===== config.mk =====
export PLATFORM = sky130hd
export DESIGN_NAME = cbdi_ctrl
export DESIGN_NICKNAME = d
export VERILOG_FILES = /design/src/rtl/core/cbdi_pkg.sv /design/src/rtl/core/cbdi_ctrl.sv
export VERILOG_INCLUDE_DIRS = /design/src /design/src/rtl/core
export SDC_FILE = /design/constraint.sdc
export NUM_CORES = 1
export LEC_CHECK = 0
export BUFFER_PORTS_ARGS = -buffer_cell sky130_fd_sc_hd__buf_2
export CAP_MARGIN = 20
export CORE_ASPECT_RATIO = 1.2
export CORE_MARGIN = 1
export CORE_UTILIZATION = 40
export DETAILED_ROUTE_END_ITERATION = 8
export SETUP_SLACK_MARGIN = 0.4
export SLEW_MARGIN = 40
export SYNTH_ARGS = -nofsm -noshare
export SYNTH_HDL_FRONTEND = slang
export SYNTH_SLANG_ARGS = --single-unit
export TNS_END_PERCENT = 50

===== constraint.sdc =====
create_clock -name clk -period 8.9 [get_ports clk]
set_clock_uncertainty 0.1 [all_clocks]
set_input_delay 2.225 -clock clk [delete_from_list [all_inputs] [get_ports clk]]
set_output_delay 2.225 -clock clk [all_outputs]
set_load 0.02 [all_outputs]

===== src/rtl/core/convolutional_byte_deinterleaver_assert.svh =====
// assertion macros shared by the deinterleaver modules
`ifndef CONVOLUTIONAL_BYTE_DEINTERLEAVER_ASSERT_SVH
`define CONVOLUTIONAL_BYTE_DEINTERLEAVER_ASSERT_SVH

// same-cycle implication, checked out of reset
`define CBD_ASSERT_NOW(lbl, clk_s, rst_s, ante, cons) \
  lbl: assert property (@(posedge clk_s) disable iff (rst_s) (ante) |-> (cons)) \
    else $error("deinterleaver check failed: same-cycle implication");

// next-cycle implication, checked out of reset
`define CBD_ASSERT_NEXT(lbl, clk_s, rst_s, ante, cons) \
  lbl: assert property (@(posedge clk_s) disable iff (rst_s) (ante) |=> (cons)) \
    else $error("deinterleaver check failed: next-cycle implication");

`endif


===== src/rtl/core/cbdi_pkg.sv =====
package cbdi_pkg;

  // width of one stream byte
  localparam int DATA_W = 8;

  typedef logic [DATA_W-1:0] byte_t;

endpackage


===== src/rtl/core/cbdi_ctrl.sv =====
`include "convolutional_byte_deinterleaver_assert.svh"

module cbdi_ctrl import cbdi_pkg::*; #(
  parameter int BRANCHES   = 12,
  parameter int UNIT_DEPTH = 17,
  parameter int AW         = 11,
  parameter int PW         = 8,
  parameter int BW         = 4
) (
  input  logic          clk,
  input  logic          rst,
  input  logic          step,
  input  logic          frame_start,
  output logic [AW-1:0] addr,
  output logic          bypass
);

  logic [AW-1:0] base_tab [BRANCHES];
  logic [PW-1:0] last_tab [BRANCHES];
  logic [PW-1:0] pos [BRANCHES];
  logic [BW-1:0] commutator;
  logic [BW-1:0] branch;
  logic [BW-1:0] commutator_next;
  logic [PW-1:0] pos_cur;
  logic [PW-1:0] pos_next;

  // per-branch start offset and last pointer value, fixed at elaboration
  for (genvar j = 0; j < BRANCHES; j++) begin : g_tab
    localparam int LEN  = UNIT_DEPTH * (BRANCHES - 1 - j);
    localparam int BASE = UNIT_DEPTH * ((j * (2 * BRANCHES - 1 - j)) / 2);
    if (LEN > 0) begin : g_fifo
      assign base_tab[j] = AW'(BASE);
      assign last_tab[j] = PW'(LEN - 1);
    end else begin : g_pass
      assign base_tab[j] = '0;
      assign last_tab[j] = '0;
    end
  end

  // branch select and entry address for the word on the input
  always_comb begin
    branch          = frame_start ? '0 : commutator;
    bypass          = (branch == BW'(BRANCHES - 1));
    pos_cur         = pos[branch];
    addr            = base_tab[branch] + AW'(pos_cur);
    pos_next        = (pos_cur == last_tab[branch]) ? '0 : pos_cur + PW'(1);
    commutator_next = bypass ? '0 : branch + BW'(1);
  end

  // commutator and branch pointers
  always_ff @(posedge clk) begin
    if (rst) begin
      commutator <= '0;
      for (int k = 0; k < BRANCHES; k++) begin
        pos[k] <= '0;
      end
    end else if (step) begin
      commutator <= commutator_next;
      if (!bypass) begin
        pos[branch] <= pos_next;
      end
    end
  end

  `CBD_ASSERT_NOW(a_comm_range, clk, rst, 1'b1, commutator <= BW'(BRANCHES - 1))
  `CBD_ASSERT_NEXT(a_realign, clk, rst, step && frame_start, commutator == BW'(1))
  `CBD_ASSERT_NEXT(a_pass_ptr, clk, rst, 1'b1, pos[BRANCHES-1] == '0)

endmodule


; ---- Word level (Yosys, flattened, before mapping)
; Memory sizes are Yosys's and may differ from the RTL's.
; Cells that the tools add are included.
[totals]
inputBits = 4
rom_bits = 304
elab_cells = 28
output_inout_bits = 12
ramBits = 96
mem_count = 3
regBits = 4
[classes]
n_lt_le_gt_ge = 1
muxes = 16
reduce_logical = 1
add_sub_neg = 3
eq_ne = 2
bitwise = 1
[mem_list]
columns = memory, words, width, read_ports, rd_clocked_by_memory_dff, write_ports, line_no
row1 = (name not given), 16, 11, 1, 0, 0, cbdi_ctrl.sv:45  ; addr = base_tab[branch] + AW'(pos_cur);
row2 = (name not given), 16, 8, 1, 0, 0, cbdi_ctrl.sv:46  ; pos_next = (pos_cur == last_tab[branch]) ? '0 : pos_cur + PW'(1);
row3 = pos, 12, 8, 1, 0, 12, cbdi_ctrl.sv:20  ; logic [PW-1:0] pos [BRANCHES];
[ops]
columns = cell, n
row1 = 8-bit two-way mux, 4
row2 = 11-bit two-way mux, 2
row3 = 4-bit two-way mux, 3
row4 = 11-bit by 8-bit adder with 11-bit output, 1
row5 = 8-bit by 1-bit adder with 8-bit output (second input constant), 1
row6 = 8-bit == test, 1
row7 = 8-bit OR reduction, 1
row8 = 1-bit two-way mux, 7
row9 = 5-bit greater-or-equal comparator (second input constant), 1
row10 = 4-bit inverter with 5-bit output, 1
row11 = 4-bit by 1-bit adder with 4-bit output (second input constant), 1
row12 = 4-bit == test (second input constant), 1

; ---- Logic depth before layout (Yosys ltp)
[depth]
ltp_word = 8
ltp_mapped = 21

; ---- Worst setup path after synthesis
; OpenSTA, ideal clock, no wires.
[synth_path]
path_kind = input port to output port
from = input frame_start
to = output addr[8]
t_required_ns = 6.575
arrival_time_ns = 5.646
cell_stages = 20
path_slack_ns = 0.929
cell_sequence = and2b_1 > buf_6 > inv_2 > buf_4 > o22ai_1 > o2111ai_1 > and4_1 > clkbuf_1 > clkbuf_1 > ha_1 > inv_1 > fa_1 > nor2b_1 > o21ai_0 > a21boi_0 > o21ai_0 > a21boi_0 > o21a_1 > or2_2 > xor2_1
[synth_between]
elab_chain_cells = 6
elab_cells_between_ends = 7
[synth_rtl]
columns = element, line_no
row1 = "start, declared", cbdi_ctrl.sv:13  ; input logic frame_start,
row2 = 4-bit two-way mux (*), cbdi_ctrl.sv:42  ; branch = frame_start ? '0 : commutator;
row3 = 4-bit inverter with 5-bit output (implied by the code), cbdi_ctrl.sv:45
row4 = memory 16 x 11 bit, -
row5 = 11-bit two-way mux (implied by the code) (2 in a row), cbdi_ctrl.sv:45
row6 = 11-bit by 8-bit adder with 11-bit output (*), cbdi_ctrl.sv:45
row7 = "end, declared", cbdi_ctrl.sv:14  ; output logic [AW-1:0] addr,
; Every way passes the cells marked *; elsewhere a longest branch is shown, timed or not. The select of a mux whose other input is x is not followed.

; ---- Worst setup path after layout
[layout_path]
from = input frame_start
to = output addr[10]
; The elaborated chain is that of the path after synthesis.

==> reports/metrics.yaml <==
die:
  die_w_um: 122
  core_area_mm2: 0.0169
  initial_core_util: 0.410
  die_height_um: 146
  io-pin-count: 16
  num_rows: 52
  die-area_mm2: 0.0179
power_and_ir_drop:
  p_leak_uw: 0.00271
  power_density_mw_per_mm2: 210
  ir_drop_mv: 0.134
yosys:
  synth_edf_count: 128
  synth_top_cell_area_share: 0.554
  synth-async-reset-ratio: 0
  ys_seq_area_frac: 0.565
  synth_top_area_cell: "edfxtp_1"
  netlist-cell-type-count: 62
  syn_avg_cell_area_um2: 11.5
  ys_warn_count: 0
  yosys-top-cells-area: "edfxtp_1, nor3_1, nor2_1, mux2i_1, mux2_2"
  synth_flop_cell: "edfxtp_1"
  ys_ff_latch: 132
  syn_area_mm2: 0.00694
  synth_cells: 604
layout:
  drive_above_1_share: 0.151
  instances_no_fill: 840
  diodes: 0
  fillCellCount: 1517
  fin_util: 0.463
  design_area_mm2: 0.00783
  area.growth.synth_to_final_pct: 12.7
  layout.nets: 627
timing:
  maxSlewHeadroom: 0.466
  fin_crit_ns: 8.27
  layout_setup_ws_ns: 0.635
  hold_viol_final: 0
  timing.fmax_mhz: 121
  slew_violations: 0
  fin_crit_sh: 0.929
  tightest_slew_ns: 0.794
  fin_tns_setup_ns: 0
  setup_viol: 0
  grt_setup_unrepaired: "no"
placed_design:
  dp.final_hpwl_mm: 12.3
  post-place-cells: 808
  place_ws_ns: 0.490
  gp_congestion: 0.973
  dpl_cell_area_mm2: 0.00719
  portBuffers: 15
grt:
  grt_pass1_vias: 4847
  antenna_found_initial: 0
  track_usage: 0.217
  grt_overflow: 0
  grt_pass1_wl_mm: 28.6
  grt_max_degree: 58
clocking:
  clock_path_buffers: 2
  ctsHoldBuffers: 0
  cts_tree: "built"
  clk_pin_slew_ns: 0.06
  cts_buffers: 17
  post_cts_buffers: 0
  cts.sinks: 132
  clockRootBuffer: "clkbuf_16"
  h-tree-depth: 4
  clk_latency_ns: 0.41
critical_path:
  required_ns: 6.58
  cp.arrival_ns: 5.94
  cp_max_fo: 24
  endpoint_kind: "output pin"
  start_kind: "input port"
  worstSetupPathType: "in2out"
run_status:
  outcome: "complete, no violations"
routing:
  drt_drc_violations_left: 0
  wirelength_mm: 18.4
  vias: 4943
  final_antenna_net_count: 0
  firstDrtPassIters: 6
  viasPerCell: 5.88
  drt_iter0_drc: 589
  avgRoutedWirePerCell_um: 21.9
hold_path:
  hp-class: "reg2reg"
job:
  max-cap-violations: 0
-- final cells by class --
| class | instances | area (um^2) | area share |
|---|---|---|---|
| clock buffers | 19 | 433 | 0.0553 |
| clock inverters | 13 | 184 | 0.0235 |
| inverters | 18 | 67.6 | 0.00863 |
| multi-input cells | 410 | 2730 | 0.349 |
| flip-flops and latches | 132 | 3930 | 0.502 |
| well taps | 216 | 270 | 0.0345 |
| repair buffers | 32 | 215 | 0.0275 |
-- critical path, cell delays in order --
cell      delay, ns
buf_2          0.15
and2b_1        0.21
inv_2          0.37
o22ai_1        0.12
o21ai_0        0.36
and3_1         0.44
ha_1           0.33
nor2b_1        0.14
o21ai_0        0.20
a21boi_0       0.16
o21ai_0        0.21
a21boi_0       0.15
o21a_1         0.20
or2_2          0.29
a32o_1         0.21
buf_2          0.15
-- cells in the final DEF (no fill, tap or decap), drive strengths merged, types with 7 or more instances in the layout --
master    n
buf      32
edfxtp  128
ha       11
xnor2    14
nand2    27
clkbuf   19
o221ai    7
mux2     14
o21ai    19
conb      8
inv      18
nor2     67
nor2b    11
o211ai   15
xor2      7
nor3b    16
a21oi    16
mux2i    19
nand2b   22
o22ai    14
nor3     52
-- synth_stat cells (all sizes together), types with 3 or more instances --
cell,number
nand2b,22
o22ai,14
nor3b,16
nand3,6
buf,33
a22oi,4
o221ai,7
o21ai,19
a21boi,3
o211a,3
o211ai,15
xnor2,14
inv,18
mux2,14
dfxtp,4
o21a,3
a21oi,16
nor2b,11
a221oi,6
nand2,27
nand3b,3
nor2,67
nor3,52
mux2i,19
a211oi,5
xor2,7
edfxtp,128
clkbuf,18
ha,11
-- where the power goes --
part,switching (uW),internal [uW],total [uW],leakage [uW]
logic,130,68.0,198,0.00112
clock network,260,468,728,0.000283
registers,11.2,707,718,0.00131
-- kinds of logic (layout without fill, tap and decap cells) --
group,Yosys count,after routing,synth area share
muxes,35,35,0.0566
other,1,8,0.000540
AOI/OAI and AO/OA,113,113,0.118
buffers and inverters,69,82,0.0499
DFF,132,132,0.565
adders and majority gates,12,12,0.0227
xor gates and xnor gates,21,21,0.0265
and+or+nand+nor,221,221,0.161
-- path summary, 6_finish.rpt --
check,from,cells past startpoint,slack [ns],to
hold / removal,commutator[2]$_SDFFE_PP0P_,2,0.59,commutator[2]$_SDFFE_PP0P_
hold reg to reg,commutator[2]$_SDFFE_PP0P_,2,0.59,commutator[2]$_SDFFE_PP0P_
setup / recovery,frame_start,16,0.63,addr[10]
setup reg to reg,commutator[1]$_SDFFE_PP0P_,9,4.50,pos[3][7]$_SDFFCE_PN0P_
-- repair_timing --
item	CTS	global route
gates resized for setup	0	2
endpoints found under the setup margin	0	3
endpoints found under the hold margin	0	0
-- sequential cells by signal (all words and copies together) (netlist names) --
name        flops
commutator      4
pos           128
-- metrics by stage --
stage | total power, uW | hold WS, ns
after floorplan | 860 | 0.700
after global placement | 920 | 0.719
after detailed placement | 926 | 0.756
after CTS | 1650 | 0.766
after global routing | 1690 | 0.630
final | 1640 | 0.592
-- routing by layer --
layer  GRT usage  routed length (um)
met1       0.288                7770
met2       0.353                9090
met3      0.0297                 933
met4      0.0896                 569
met5           0                   0
No activity file was read; power rests on OpenSTA's default activity.
